--- src/saf_pkg.sv ---
// shared types and constants for the stun attribute finder
package saf_pkg;

  localparam int unsigned ByteW      = 8;
  localparam int unsigned TypeW      = 16;
  localparam int unsigned LenW       = 16;
  localparam int unsigned PosW       = 16;
  localparam int unsigned SkipW      = LenW + 1;
  localparam int unsigned AlignBytes = 4;
  localparam int unsigned AlignMask  = 3;

  typedef enum logic [4:0] {
    PhTypeHi = 5'b00001,
    PhTypeLo = 5'b00010,
    PhLenHi  = 5'b00100,
    PhLenLo  = 5'b01000,
    PhSkip   = 5'b10000
  } phase_e;

  typedef struct packed {
    logic            found;
    logic [PosW-1:0] attr_offset;
    logic [LenW-1:0] attr_length;
  } res_t;

  typedef struct packed {
    logic push;
    res_t res;
  } res_push_t;

endpackage

--- src/saf_in_if.sv ---
// byte channel into the attribute finder
interface saf_in_if;
  import saf_pkg::*;

  logic             valid;
  logic             ready;
  logic [ByteW-1:0] byte_data;
  logic             last_byte;

  modport source (output valid, output byte_data, output last_byte, input ready);
  modport sink (input valid, input byte_data, input last_byte, output ready);
endinterface

--- src/saf_out_if.sv ---
// result channel out of the attribute finder
interface saf_out_if;
  import saf_pkg::*;

  logic            valid;
  logic            ready;
  logic            found;
  logic [PosW-1:0] attr_offset;
  logic [LenW-1:0] attr_length;

  modport source (output valid, output found, output attr_offset, output attr_length,
                  input ready);
  modport sink (input valid, input found, input attr_offset, input attr_length,
                output ready);
endinterface

--- src/stun_attribute_finder.sv ---
// top level of the stun attribute finder
// Takes the attribute area of a STUN message one byte per cycle and walks
// its type-length-value attributes, reporting the first one whose type
// equals match_type: the result word, with the header's byte offset and the
// unpadded value length, is registered in the output stage as that header's
// length low byte is taken. An area that ends without a match gives one word
// with found low, registered as its last byte is taken; bytes after a match
// are taken and dropped, and after every last byte the walk starts over. The
// sustained rate is one byte per cycle; in_i.ready falls only while both the
// output register and its one-word skid entry hold words the sink has not
// taken. Write match_type only while no area is in flight.
module stun_attribute_finder (
  input  logic                      clk_i,
  input  logic                      rst_ni,
  input  logic                      cfg_we_i,
  input  logic [saf_pkg::TypeW-1:0] cfg_wdata_i,
  saf_in_if.sink                    in_i,
  saf_out_if.source                 out_o
);
  import saf_pkg::*;

  res_push_t res;
  logic      room;
  logic      accept;

  assign in_i.ready = room;
  assign accept     = in_i.valid && room;

  saf_parser u_parser (
    .clk_i       (clk_i),
    .rst_ni      (rst_ni),
    .cfg_we_i    (cfg_we_i),
    .cfg_wdata_i (cfg_wdata_i),
    .accept_i    (accept),
    .byte_data_i (in_i.byte_data),
    .last_byte_i (in_i.last_byte),
    .res_o       (res)
  );

  saf_out_stage u_out_stage (
    .clk_i  (clk_i),
    .rst_ni (rst_ni),
    .res_i  (res),
    .room_o (room),
    .out_o  (out_o)
  );

endmodule

--- src/saf_parser.sv ---
// tlv walk state and per-byte result logic
module saf_parser (
  input  logic                          clk_i,
  input  logic                          rst_ni,
  input  logic                          cfg_we_i,
  input  logic [saf_pkg::TypeW-1:0]     cfg_wdata_i,
  input  logic                          accept_i,
  input  logic [saf_pkg::ByteW-1:0]     byte_data_i,
  input  logic                          last_byte_i,
  output saf_pkg::res_push_t            res_o
);
  import saf_pkg::*;

  phase_e           phase_q, phase_d;
  logic [TypeW-1:0] type_q, type_d;
  logic [LenW-1:0]  len_q, len_d;
  logic [SkipW-1:0] skip_q, skip_d;
  logic [PosW-1:0]  pos_q, pos_d;
  logic [PosW-1:0]  start_q, start_d;
  logic             done_q, done_d;
  logic [TypeW-1:0] match_q;
  logic [SkipW-1:0] padded;

  always_comb begin
    phase_d = phase_q;
    type_d  = type_q;
    len_d   = len_q;
    skip_d  = skip_q;
    pos_d   = pos_q;
    start_d = start_q;
    done_d  = done_q;
    res_o   = '0;
    padded  = ({1'b0, len_q[LenW-1:ByteW], byte_data_i} + SkipW'(AlignMask))
              & ~SkipW'(AlignBytes - 1);
    if (accept_i) begin
      if (!done_q) begin
        unique case (phase_q)
          PhTypeHi: begin
            start_d = pos_q;
            type_d  = {byte_data_i, {(TypeW-ByteW){1'b0}}};
            phase_d = PhTypeLo;
          end
          PhTypeLo: begin
            type_d  = {type_q[TypeW-1:ByteW], byte_data_i};
            phase_d = PhLenHi;
          end
          PhLenHi: begin
            len_d   = {byte_data_i, {(LenW-ByteW){1'b0}}};
            phase_d = PhLenLo;
          end
          PhLenLo: begin
            len_d = {len_q[LenW-1:ByteW], byte_data_i};
            if (type_q == match_q) begin
              res_o.push             = 1'b1;
              res_o.res.found        = 1'b1;
              res_o.res.attr_offset  = start_q;
              res_o.res.attr_length  = {len_q[LenW-1:ByteW], byte_data_i};
              done_d                 = 1'b1;
            end else begin
              skip_d  = padded;
              phase_d = (padded != '0) ? PhSkip : PhTypeHi;
            end
          end
          PhSkip: begin
            skip_d = (skip_q != '0) ? skip_q - SkipW'(1) : skip_q;
            if (skip_d == '0) begin
              phase_d = PhTypeHi;
            end
          end
          default: phase_d = PhTypeHi;
        endcase
      end
      pos_d = pos_q + PosW'(1);
      if (last_byte_i) begin
        if (!done_d) begin
          res_o.push = 1'b1;
          res_o.res  = '0;
        end
        phase_d = PhTypeHi;
        type_d  = '0;
        len_d   = '0;
        skip_d  = '0;
        pos_d   = '0;
        start_d = '0;
        done_d  = 1'b0;
      end
    end
  end

  always_ff @(posedge clk_i or negedge rst_ni) begin
    if (!rst_ni) begin
      phase_q <= PhTypeHi;
      type_q  <= '0;
      len_q   <= '0;
      skip_q  <= '0;
      pos_q   <= '0;
      start_q <= '0;
      done_q  <= 1'b0;
      match_q <= '0;
    end else begin
      phase_q <= phase_d;
      type_q  <= type_d;
      len_q   <= len_d;
      skip_q  <= skip_d;
      pos_q   <= pos_d;
      start_q <= start_d;
      done_q  <= done_d;
      if (cfg_we_i) begin
        match_q <= cfg_wdata_i;
      end
    end
  end

  // no result once a match was reported in this area
  assert property (@(posedge clk_i) disable iff (!rst_ni)
    done_q |-> !res_o.push)
    else $error("result after match");

  // not-found only on the last byte
  assert property (@(posedge clk_i) disable iff (!rst_ni)
    res_o.push && !res_o.res.found |-> accept_i && last_byte_i)
    else $error("not-found before last byte");

  // last byte returns walk to start
  assert property (@(posedge clk_i) disable iff (!rst_ni)
    accept_i && last_byte_i |=> pos_q == '0 && phase_q == PhTypeHi && !done_q)
    else $error("state not cleared after last byte");

  // skip phase always has bytes left
  assert property (@(posedge clk_i) disable iff (!rst_ni)
    phase_q == PhSkip |-> skip_q != '0)
    else $error("skip phase with zero count");

endmodule

--- src/saf_out_stage.sv ---
// output register with skid entry
module saf_out_stage (
  input  logic               clk_i,
  input  logic               rst_ni,
  input  saf_pkg::res_push_t res_i,
  output logic               room_o,
  saf_out_if.source          out_o
);
  import saf_pkg::*;

  logic out_valid_q, skid_valid_q;
  res_t out_q, skid_q;
  logic load;

  assign load   = !out_valid_q || out_o.ready;
  assign room_o = !skid_valid_q;

  always_ff @(posedge clk_i or negedge rst_ni) begin
    if (!rst_ni) begin
      out_valid_q  <= 1'b0;
      skid_valid_q <= 1'b0;
    end else if (load) begin
      out_valid_q  <= skid_valid_q || res_i.push;
      skid_valid_q <= 1'b0;
    end else if (res_i.push) begin
      skid_valid_q <= 1'b1;
    end
  end

  always_ff @(posedge clk_i) begin
    if (load) begin
      out_q <= skid_valid_q ? skid_q : res_i.res;
    end else if (res_i.push) begin
      skid_q <= res_i.res;
    end
  end

  assign out_o.valid       = out_valid_q;
  assign out_o.found       = out_q.found;
  assign out_o.attr_offset = out_q.attr_offset;
  assign out_o.attr_length = out_q.attr_length;

  // skid entry only holds a word behind a waiting output
  assert property (@(posedge clk_i) disable iff (!rst_ni)
    skid_valid_q |-> out_valid_q)
    else $error("skid word without output word");

  // no word pushed while skid entry is full
  assert property (@(posedge clk_i) disable iff (!rst_ni)
    res_i.push |-> !skid_valid_q)
    else $error("push into full output stage");

  // a stalled word with skid full keeps the skid full
  assert property (@(posedge clk_i) disable iff (!rst_ni)
    skid_valid_q && !out_o.ready |=> skid_valid_q && out_valid_q)
    else $error("skid word lost under stall");

endmodule
--- src/flat_wrapper.sv ---
// flat-port wrapper written by rule: the top's interface ports become plain ports
module stun_attribute_finder_flat import saf_pkg::*;
  (clk_i, rst_ni, cfg_we_i, cfg_wdata_i, in_i_valid, in_i_byte_data, in_i_last_byte, in_i_ready, out_o_valid, out_o_found, out_o_attr_offset, out_o_attr_length, out_o_ready);
  saf_in_if in_i_i ();
  saf_out_if out_o_i ();
  input  logic clk_i;
  input  logic rst_ni;
  input  logic cfg_we_i;
  input  logic [saf_pkg::TypeW-1:0] cfg_wdata_i;
  input wire logic [$bits(in_i_i.valid)-1:0] in_i_valid;
  input wire logic [$bits(in_i_i.byte_data)-1:0] in_i_byte_data;
  input wire logic [$bits(in_i_i.last_byte)-1:0] in_i_last_byte;
  output wire logic [$bits(in_i_i.ready)-1:0] in_i_ready;
  output wire logic [$bits(out_o_i.valid)-1:0] out_o_valid;
  output wire logic [$bits(out_o_i.found)-1:0] out_o_found;
  output wire logic [$bits(out_o_i.attr_offset)-1:0] out_o_attr_offset;
  output wire logic [$bits(out_o_i.attr_length)-1:0] out_o_attr_length;
  input wire logic [$bits(out_o_i.ready)-1:0] out_o_ready;
  assign in_i_i.valid = in_i_valid;
  assign in_i_i.byte_data = in_i_byte_data;
  assign in_i_i.last_byte = in_i_last_byte;
  assign in_i_ready = in_i_i.ready;
  assign out_o_valid = out_o_i.valid;
  assign out_o_found = out_o_i.found;
  assign out_o_attr_offset = out_o_i.attr_offset;
  assign out_o_attr_length = out_o_i.attr_length;
  assign out_o_i.ready = out_o_ready;
  stun_attribute_finder u_core (.clk_i(clk_i), .rst_ni(rst_ni), .cfg_we_i(cfg_we_i), .cfg_wdata_i(cfg_wdata_i), .in_i(in_i_i), .out_o(out_o_i));
endmodule
--- config.mk ---
export PLATFORM = sky130hd
export DESIGN_NAME = stun_attribute_finder_flat
export DESIGN_NICKNAME = d
export VERILOG_FILES = /design/src/saf_pkg.sv /design/src/saf_in_if.sv /design/src/saf_out_if.sv /design/src/stun_attribute_finder.sv /design/src/saf_parser.sv /design/src/saf_out_stage.sv /design/src/flat_wrapper.sv
export SDC_FILE = /design/constraint.sdc
export NUM_CORES = 1
export LEC_CHECK = 0
export BUFFER_PORTS_ARGS = -buffer_cell sky130_fd_sc_hd__buf_2
export CELL_PAD_IN_SITES_DETAIL_PLACEMENT = 1
export CELL_PAD_IN_SITES_GLOBAL_PLACEMENT = 1
export CORE_MARGIN = 3
export CORE_UTILIZATION = 35
export DETAILED_ROUTE_END_ITERATION = 10
export GPL_TIMING_DRIVEN = 0
export PLACE_DENSITY = 0.6
export REMOVE_ABC_BUFFERS = 1
export SLEW_MARGIN = 5
export SYNTH_ARGS = -nofsm -noshare
export SYNTH_HDL_FRONTEND = slang
export SYNTH_SLANG_ARGS = --single-unit
--- constraint.sdc ---
create_clock -name clk_i -period 7 [get_ports clk_i]
set_clock_uncertainty 0.05 [all_clocks]
set_input_delay 0.35 -clock clk_i [delete_from_list [all_inputs] [get_ports clk_i]]
set_output_delay 0.35 -clock clk_i [all_outputs]
set_load 0.01 [all_outputs]
==> results of run 1 <==
placed cells by master (no fill, tap or decap), types with 4 or more instances in the layout:
cell type | netlist | routed
a21o_1 | 35 | 35
a21oi_1 | 22 | 22
a22o_1 | 25 | 25
a31oi_1 | 6 | 6
and3_1 | 43 | 43
buf_2 | 2 | 63
clkbuf_16 | 0 | 17
dfrtp_1 | 96 | 95
edfxtp_1 | 66 | 66
inv_1 | 11 | 11
inv_6 | 0 | 5
mux2_2 | 19 | 19
mux2i_1 | 6 | 6
nand2_1 | 41 | 41
nand3_1 | 34 | 34
nand4_1 | 9 | 9
nor2_1 | 49 | 47
nor3_1 | 17 | 17
nor4_1 | 12 | 12
o21a_1 | 4 | 4
o21ai_0 | 50 | 50
o31ai_1 | 5 | 5
xnor2_1 | 23 | 23
xor2_1 | 17 | 17
cells by family after synthesis:
family	count (synthesis)	synth area share [%]
AO/OA/AOI/OAI	164	14.3
XOR/XNOR	40	4.60
adder cells (fa/ha/maj)	3	0.493
buffers and inverters	54	2.89
flip-flops	163	57.9
multiplexers	25	3.60
AND/OR/NAND/NOR	232	16.2
power by group through the flow:
stage / clock network [W] / logic, W / registers (W)
6_report: 0.00100 / 0.000382 / 0.00116
3_5_place_dp: 0 / 0.000385 / 0.00118
2_1_floorplan: 0 / 0.000231 / 0.00116
4_1_cts: 0.00103 / 0.000387 / 0.00116
3_3_place_gp: 0 / 0.000358 / 0.00117
5_1_grt: 0.00107 / 0.000426 / 0.00117
state kept, by name, summed over array words and instances (netlist names), 5 cells and up:
signal / cells
u_core.u_parser.match_q: 16
u_core.u_parser.skip_q: 17
u_core.u_parser.phase_q: 5
u_core.u_parser.len_q: 8
u_core.u_parser.start_q: 16
u_core.u_out_stage.out_o.attr_offset: 16
u_core.u_parser.pos_q: 16
u_core.u_out_stage.skid_q: 33
u_core.u_out_stage.out_o.attr_length: 16
u_core.u_parser.type_q: 16
metrics by stage:
step	hold WS (ps)	area, µm²	setup WS (ps)	instances	TNS, ps
3_5_place_dp	384	8250	2520	984	0
6_report	106	8900	2900	1017	0
2_1_floorplan	4.41	7440	2610	639	0
4_1_cts	90.3	8900	2500	1017	0
5_1_grt	85.4	8900	2540	1017	0
3_3_place_gp	429	8110	-6.48	978	-135
metal layers:
metal  vias up  GRT usage, %  part of all wire (%)  routed length (µm)
li1       2606             -                     -                   -
met1      2849          23.7                    47                9460
met2        78          28.8                    49                9760
met3        14          2.84                   2.7                 544
met4         0          4.29                  0.79                 157
met5         -             0                     0                   0
layout make-up:
type / count / share of cell area [%]
well taps: 275 / 3.87
repair buffers: 71 / 5.15
clock buffers: 17 / 4.78
multi-input cells: 464 / 33.8
inverters: 12 / 0.506
flip-flops and latches: 163 / 49.6
clock inverters: 15 / 2.35
final timing paths:
path                            depth (start not counted)                         endpoint                            start  slack [ps]
worst min-delay path                                    2       u_core.u_parser.match_q[2]                   cfg_wdata_i[2]         110
worst max-delay path                                    6       u_core.u_parser.skip_q[14]  u_core.u_out_stage.skid_valid_q        2900
worst max register to register                          6       u_core.u_parser.skip_q[14]  u_core.u_out_stage.skid_valid_q        2900
worst min register to register                          1       u_core.u_parser.start_q[1]       u_core.u_parser.start_q[1]         450
max in group asynchronous                               3  u_core.u_out_stage.skid_valid_q                           rst_ni        5710
min in group asynchronous                               2      u_core.u_parser.match_q[14]                           rst_ni         460
repair_timing:
item / 4_1_cts / 5_1_grt
hold buffers: 1 / 0
hold endpoints to repair: 44 / 0
buffers inserted: 0 / 0
==> summary.txt, run 1 <==
Outcome
  – Outcome: finished, final reports clean

Cells and area
  – Nets: 762
  – Area of the multi-input gates: 3010 µm²
  – ANT cells: 0
  – Fill cells: 2284
  – Area Overhead vs Synth: 16.8%
  – Post-layout util: 41.9%
  – Register area: 4410 µm²
  – Layout cells sized above 1: 18.2%

Global routing
  – Initial antenna violation count: 0
  – Grt ovf: 0
  – Vias in the first global route: roughly 6k
  – Total track usage: ~17%
  – Largest net degree at the start of global routing: 53
  – First-pass GRT wire length: 32800 µm

Clocking
  – TritonCTS buffer count: 17
  – Clock latency at the later pin of the worst-skew pair: between 400 and 500 ps
  – Number of clock sinks: ~160
  – CTS Root Cell: clkbuf_16
  – Htree depth: 4
  – CTS tree: yes
  – CTS clk-pin slew, worst paths: 70 ps
  – CTS resizes: 0
  – Bufs on Longest Clock Path: 2

Die
  – Initial Util: 35.9%
  – Die width: between 150 and 200 µm
  – Core box area: 21200 µm²
  – Top Ports: 65
  – DIE HEIGHT: 154 µm
  – FP Rows: 53
  – Die area: 23600 µm²

Pwr
  – Internal power: roughly 0.0018 W
  – Clk pwr share: 39.4%
  – Pleak: slightly above 4 nW
  – Combinational Power Share: 15.0%
  – Total power: 0.00255 W
  – Psw: 0.000736 W
  – Worst vdd ir: 144 µV
  – Switching share of total power: 28.9%
  – Reg power frac: 45.6%
  – Pwr/cell area: 286 nW/µm²

STA
  – Worst-margin pin slew: approximately 1200 ps
  – Final hold vios: 0
  – Final period util: 58.6%
  – Headroom to the max-slew limit: 21.7%
  – Final setup fails: 0
  – Final Max Tran Viols: 0
  – Minimum clock period: 4100 ps
  – RSZ-0062 raised after global routing: no
  – Highest Clock Rate: 244 MHz

Yosys
  – Number of flops mapped to enable cells by yosys: 66
  – Sequential-to-total area share from yosys stat: a little under 60%
  – Most frequent cell after synthesis: dfrtp_1
  – Mapped Cells: 681
  – Yosys top cell by area: dfrtp_1
  – Syn avg cell area: 11.2 µm²
  – Synth top area cells: dfrtp_1 (32%), edfxtp_1 (26%), and3_1 (3.5%), a21o_1 (3.4%), o21ai_0 (3.3%)
  – Post-Synthesis Cell Area: 7620 µm²
  – Synth cell count leaders: dfrtp_1 (96), edfxtp_1 (66), o21ai_0 (50), nor2_1 (49), and3_1 (43)
  – Distinct cells, synth: 60
  – Fraction of registers with async set/reset: 59.5%
  – Total number of yosys warnings: 0
  – Post-synth top flop: dfrtp_1
  – Synth top area share: between 30% and 40%
  – FF+latch count, synth: 163

Setup path
  – CP max stage delay: between 1000 and 1500 ps
  – CP cell instances: nand2b_1 > nor2_1 > and3b_1 > a221o_1 > o21ai_0 > o21ai_1
  – Crit-path max FO: 36
  – Top delay family on crit path: simple AND/OR/NAND/NOR gates
  – Kind of critical path: reg2reg
  – CP Data Required Time: between 7000 and 8000 ps
  – CP max stage cell: nor2_1
  – Arr. time, crit path: 4340 ps
  – Critical path buffers and inverters: 0
  – Startpoint types: register
  – Element type at the critical path end: register

Routing
  – Vias after detailed routing: 5547
  – Total wire length: 19900 µm
  – Antenna viol nets, final: 0
  – Post-DR wirelength/cell: around 20 µm
  – Pre-Repair DR Iteration Count: 4
  – DRC: 0
  – Avg Vias per Cell: 5.45
  – Iteration-0 DRC Markers: 272

Place
  – HPWL Detailed: 13700 µm
  – Port buffer count: 64
  – Routability-driven placement congestion ratio: roughly 0.84

Worst hold path
  – HP Class: in2reg

Run
  – MaxCap Viol Count: 0
Power figures use the tool's default switching activity.
==> run 2: changes to the inputs <==
- PLACE_DENSITY: 0.6 -> 0.63
- clock period: 7 -> 3.5 ns (I/O delays scaled with it)
==> run 2 against run 1 <==
Effect of this change: largest cell class unchanged; total power rose by 94%; clock power rose by 83%; highest routed layer unchanged; final cell count rose by 1.6%; sequential share of layout area fell by 0.87 points; die area did not move.
==> summary.txt, run 2 (synthesized netlist as in run 1, its figures left out) <==
Outcome
  – Outcome: finished, final reports clean

Die
  – Core box area: 21200 µm²
  – Die width: 154 µm
  – Die area: 23600 µm²
  – Top Ports: 65
  – FP Rows: 53
  – DIE HEIGHT: around 150 µm
  – Initial Util: a little over a third

STA
  – Minimum clock period: 3030 ps
  – Final period util: 86.6%
  – Final setup fails: 0
  – Final hold slack: 38.5 ps
  – Final hold vios: 0
  – Worst-margin pin slew: just over 900 ps
  – Headroom to the max-slew limit: 37.9%
  – RSZ-0062 raised after global routing: no
  – Final Max Tran Viols: 0
  – Highest Clock Rate: 330 MHz
  – Setup Total Neg Slack: 0 ps

Clocking
  – CTS clk-pin slew, worst paths: 70 ps
  – Htree depth: 4
  – Number of clock sinks: 163
  – Bufs on Longest Clock Path: 2
  – TritonCTS buffer count: 17
  – CTS Root Cell: clkbuf_16
  – CTS tree: yes
  – Clock latency at the later pin of the worst-skew pair: around 430 ps

Routing
  – Avg Vias per Cell: around 5.5
  – Antenna viol nets, final: 0
  – Iteration-0 DRC Markers: 324
  – Vias after detailed routing: 5713
  – Pre-Repair DR Iteration Count: 4
  – DRC: 0
  – Post-DR wirelength/cell: between 15 and 20 µm
  – Total wire length: 20100 µm

Global routing
  – Largest net degree at the start of global routing: 55
  – First-pass GRT wire length: 33700 µm
  – Total track usage: between 10% and 20%
  – Vias in the first global route: a little over 6k
  – Grt ovf: 0
  – Initial antenna violation count: 0

Cells and area
  – Commonest non-fill, non-tap cell in the layout: dfrtp_1
  – Area Overhead vs Synth: 18.9%
  – Register area: about 4400 µm²
  – Largest reg by FF count: u_core.u_out_stage.skid_q
  – Biggest regs: u_core.u_out_stage.skid_q (33), u_core.u_parser.skip_q (17)
  – ANT cells: 0
  – Layout cells sized above 1: between 10% and 20%
  – Fill cells: roughly 2.3k
  – Most frequent cells in the layout: dfrtp_1 (95), edfxtp_1 (66), buf_2 (63)
  – Area of the multi-input gates: 3030 µm²
  – Fin cells: about 1.0k
  – Largest register FFs: 33
  – Nets: 778

Setup path
  – CP Data Required Time: 3790 ps
  – Crit-path max FO: 36
  – Startpoint types: register
  – Arr. time, crit path: 3330 ps
  – Element type at the critical path end: register
  – Kind of critical path: reg2reg

Place
  – Routability-driven placement congestion ratio: 0.810
  – Port buffer count: 64
  – Placed cell count: 983
  – HPWL Detailed: 14100 µm

Pwr
  – Worst vdd ir: 326 µV
  – Switching share of total power: 30.6%
  – Reg power frac: 47.0%
  – Psw: 0.00151 W
  – Clk pwr share: 37.1%
  – Internal power: between 0.003 and 0.004 W
  – Combinational Power Share: 16.0%
  – Pwr/cell area: 546 nW/µm²
  – Pleak: between 4 and 5 nW

Run
  – MaxCap Viol Count: 0

Worst hold path
  – HP Class: in2reg
==> run 2: cell count changes in the layout (fill, tap and decap cells not counted), moves of 2 or more <==
cell,previous run,this run
buf_16,2,4
inv_6,5,3
bufinv_16,3,0
inv_8,3,5
clkinv_8,1,3
dlygate4sd3_1,1,17
nor2_4,1,3
==> run 2: critical path, cell delays in order, from the launching register on <==
cell and delay (ps):
dfrtp_2 670, nand2b_4 420, nor2_4 390, and3b_1 270
a221oi_2 510, nand2_1 340, o21ai_0 270
==> run 2: layout make-up <==
cell class,instances,area share [%]
repair buffers,87,7.05
clock inverters,15,1.78
flip-flops and latches,163,48.7
inverters,12,0.497
multi-input cells,464,33.5
well taps,275,3.80
clock buffers,17,4.70
==> run 2: power by group through the flow <==
| stage | sequential [W] | clock (W) | combinational [W] |
|---|---|---|---|
| 2_1_floorplan | 0.00233 | 0 | 0.000461 |
| 3_3_place_gp | 0.00235 | 0 | 0.000715 |
| 3_5_place_dp | 0.00236 | 0 | 0.000775 |
| 4_1_cts | 0.00232 | 0.00188 | 0.000796 |
| 5_1_grt | 0.00235 | 0.00197 | 0.000881 |
| 6_report | 0.00232 | 0.00183 | 0.000790 |
==> run 2: per-layer routing <==
| layer | global-route usage [%] | part of all wire [%] | vias to the layer above | wire length, µm |
|---|---|---|---|---|
| met5 | 0 | 0 | - | 0 |
| met1 | 24.2 | 46 | 2944 | 9220 |
| met2 | 29.1 | 49 | 94 | 9930 |
| met4 | 5.34 | 1.8 | 0 | 357 |
| li1 | - | - | 2649 | - |
| met3 | 3.04 | 3.2 | 26 | 639 |
==> run 2: worst paths after layout <==
| kind | endpoint | startpoint | slack, ps | cells past startpoint |
|---|---|---|---|---|
| max | u_core.u_parser.skip_q[4] | u_core.u_out_stage.skid_valid_q | 470 | 6 |
| min | u_core.u_parser.len_q[11] | in_i_byte_data[3] | 40 | 3 |
| max reg2reg | u_core.u_parser.skip_q[4] | u_core.u_out_stage.skid_valid_q | 470 | 6 |
| min reg2reg | u_core.u_parser.start_q[4] | u_core.u_parser.start_q[4] | 450 | 1 |
| max in group asynchronous | u_core.u_parser.phase_q[0] | rst_ni | 2450 | 3 |
| min in group asynchronous | u_core.u_parser.skip_q[7] | rst_ni | 240 | 2 |
==> run 2: metrics by stage <==
stage	instance area (µm²)	total power [W]	setup WS (ps)	utilization, %
after floorplan	7440	0.00279	-886	-
after global placement	8110	0.00306	-3260	38.2
after detailed placement	8250	0.00313	-979	38.9
after CTS	9020	0.00500	6.96	42.5
after global routing	9060	0.00520	210	42.7
final	9060	0.00495	468	42.7
==> run 2: repair_timing <==
item                                   in CTS  in global routing
resized for setup                           5                  4
pin swaps                                   0                  1
endpoints found under the hold margin      59                  0
hold buffers                               17                  0
setup buffers                               0                  1
setup endpoints to repair                  71                 49
==> run 3: changes to the inputs <==
- ABC_AREA: unset -> 1
- CTS_BUF_LIST: unset -> sky130_fd_sc_hd__clkbuf_8
- PLACE_DENSITY: 0.63 -> 0.65
==> run 3 against run 2 <==
Effect of this change: non-clock buffer count up 8; final cell count up 27%; sequential power decreased by 4%; combinational power up 7.8%; critical endpoint is now u_core.u_parser.start_q[4]; largest power group unchanged.
==> summary.txt, run 3 <==
Outcome
  – Outcome: finished, final reports clean

Routing
  – Post-DR wirelength/cell: 16.5 µm
  – Vias after detailed routing: 6518
  – Iteration-0 DRC Markers: 331
  – Antenna viol nets, final: 0
  – Pre-Repair DR Iteration Count: 4
  – Avg Vias per Cell: 4.98
  – DRC: 0
  – Total wire length: approximately 22000 µm

Die
  – DIE HEIGHT: 157 µm
  – Top Ports: 65
  – Initial Util: 36.2%
  – FP Rows: 54
  – Core box area: about 22000 µm²
  – Die area: around 25000 µm²
  – Die width: 157 µm

STA
  – Final Max Tran Viols: 0
  – Headroom to the max-slew limit: 14.2%
  – Minimum clock period: 3100 ps
  – RSZ-0062 raised after global routing: no
  – Final period util: ~88%
  – Worst-margin pin slew: 1290 ps
  – Final hold vios: 0
  – Final setup fails: 0
  – Highest Clock Rate: 323 MHz

Cells and area
  – Largest reg by FF count: u_core.u_out_stage.skid_q
  – Nets: 1050
  – Post-layout util: 42.0%
  – Post-route cell area: approximately 9300 µm²
  – ANT cells: 0
  – Fill cells: 2639
  – Area Overhead vs Synth: 16.1%
  – Area of the multi-input gates: 3050 µm²
  – Largest register FFs: 33
  – Layout cells sized above 1: between 10% and 20%
  – Most frequent cells in the layout: nand2_1 (234), inv_1 (107), dfrtp_1 (96)
  – Commonest non-fill, non-tap cell in the layout: nand2_1
  – Biggest regs: u_core.u_out_stage.skid_q (33), u_core.u_parser.skip_q (17)
  – Register area: ~4400 µm²

Yosys
  – Fraction of registers with async set/reset: 59.5%
  – Number of flops mapped to enable cells by yosys: 66
  – Synth cell count leaders: nand2_1 (234), inv_1 (107), dfrtp_1 (96), nor2_1 (87), edfxtp_1 (66)
  – Synth top area share: 29.9%
  – Most frequent cell after synthesis: nand2_1
  – Distinct cells, synth: 44
  – Synth top area cells: dfrtp_1 (30%), edfxtp_1 (25%), nand2_1 (11%), inv_1 (5.0%), nor2_1 (4.1%)
  – FF+latch count, synth: approximately 160
  – Post-synth top flop: dfrtp_1
  – Yosys top cell by area: dfrtp_1
  – Syn avg cell area: 8.62 µm²
  – Sequential-to-total area share from yosys stat: a little over half
  – Mapped Cells: 931
  – Total number of yosys warnings: 0
  – Post-Synthesis Cell Area: about 8000 µm²

Clocking
  – Htree depth: 4
  – TritonCTS buffer count: 17
  – CTS clk-pin slew, worst paths: 100 ps
  – CTS tree: yes
  – CTS Root Cell: clkbuf_8
  – Bufs on Longest Clock Path: 2
  – CTS resizes: 0
  – Clock latency at the later pin of the worst-skew pair: 470 ps
  – Number of clock sinks: 163

Global routing
  – Grt ovf: 0
  – First-pass GRT wire length: 35500 µm
  – Vias in the first global route: just under 7k
  – Total track usage: 18.2%
  – Initial antenna violation count: 0
  – Largest net degree at the start of global routing: 74

Setup path
  – CP cell instances: clkinv_2 > nand2_4 > nor2_2 > inv_1 > o21ai_2 > nand3_1 > o21ai_0
  – Critical path buffers and inverters: 2
  – Arr. time, crit path: 3440 ps
  – Top delay family on crit path: compound AO/OA/AOI/OAI gates
  – Kind of critical path: reg2reg
  – Crit-path max FO: 35
  – Element type at the critical path end: register
  – CP Data Required Time: approximately 3800 ps
  – CP max stage delay: 980 ps
  – Startpoint types: register
  – CP max stage cell: o21ai_2

Worst hold path
  – HP Class: in2reg

Place
  – Routability-driven placement congestion ratio: 0.832
  – HPWL Detailed: 15400 µm
  – Port buffer count: 64
  – Dpl cell area: ~8700 µm²

Pwr
  – Pleak: 4.13 nW
  – Pwr/cell area: between 400 and 500 nW/µm²
  – Total power: 0.00446 W
  – Worst vdd ir: 248 µV

Run
  – MaxCap Viol Count: 0
run 3: changes by cell type after synthesis, sizes merged, moves of 19 or more:
cell	before	now
a21o	35	0
a22o	25	0
and3	43	0
inv	11	115
nand2	41	244
nand3	34	63
nor2	49	105
o21ai	52	98
o22ai	3	22
xnor2	23	3
run 3: cell families (layout without fill, tap and decap cells):
group	count (synthesis)	count (layout)	synth area share (%)
adder cells (fa/ha/maj)	3	3	0.468
buffers and inverters	146	245	7.16
flip-flops	163	163	55.0
multiplexers	7	7	0.983
AO/OA/AOI/OAI	145	145	9.86
XOR/XNOR	11	11	1.20
AND/OR/NAND/NOR	456	456	25.3
run 3: worst reg2reg max path: stages, from the launching register on:
cell and delay (ps):
dfrtp_1 860, clkinv_2 310, nand2_4 110, nor2_2 220, inv_1 130, o21ai_2 980
nand3_1 210, o21ai_0 140
run 3: power by group:
| group | total [W] | switching [W] | internal [W] |
|---|---|---|---|
| logic | 0.000852 | 0.000571 | 0.000281 |
| registers | 0.00223 | 0.000108 | 0.00212 |
| clock network | 0.00137 | 0.000789 | 0.000584 |
run 3: path summary, 6_finish.rpt:
kind	start	end	slack [ps]	cells past startpoint
setup / recovery	u_core.u_out_stage.skid_valid_q	u_core.u_parser.start_q[4]	400	7
hold / removal	in_i_byte_data[4]	u_core.u_parser.len_q[12]	40	3
setup reg to reg	u_core.u_out_stage.skid_valid_q	u_core.u_parser.start_q[4]	400	7
hold reg to reg	u_core.u_parser.phase_q[0]	u_core.u_parser.phase_q[0]	440	2
max in group asynchronous	rst_ni	u_core.u_parser.phase_q[0]	2590	3
min in group asynchronous	rst_ni	u_core.u_parser.start_q[13]	80	2
run 3: timing repair:
item	4_1_cts	5_1_grt
hold buffers	25	0
endpoints found under the setup margin	25	0
hold endpoints to repair	126	0
setup buffers	1	0
run 3: metal layers:
layer | wire length, µm | share of wire [%] | vias to the layer above | track usage (%)
met3 | 550 | 2.5 | 19 | 2.80
met1 | 10200 | 47 | 3182 | 24.7
met2 | 10600 | 49 | 80 | 30.8
met4 | 244 | 1.1 | 0 | 4.46
li1 | - | - | 3237 | -
met5 | 0 | 0 | - | 0
run 3: area by class of cell:
type	instances	share of cell area, %
clock buffer	17	2.51
timing repair buffer	95	7.19
sequential	163	47.4
multi-input combinational	622	32.8
clock inverter	15	1.63
tap	280	3.76
inverter	118	4.78
run 3: stage by stage:
stage	setup WS (ps)	setup TNS (ps)	hold WS [ps]	std cells
2_1_floorplan	-494	-16290	-171	903
3_3_place_gp	-2660	-96810	330	1247
6_report	403	0	38.2	1310
5_1_grt	97.8	0	49.7	1310
3_5_place_dp	-107	-2660	12.3	1252
4_1_cts	341	0	10.7	1310
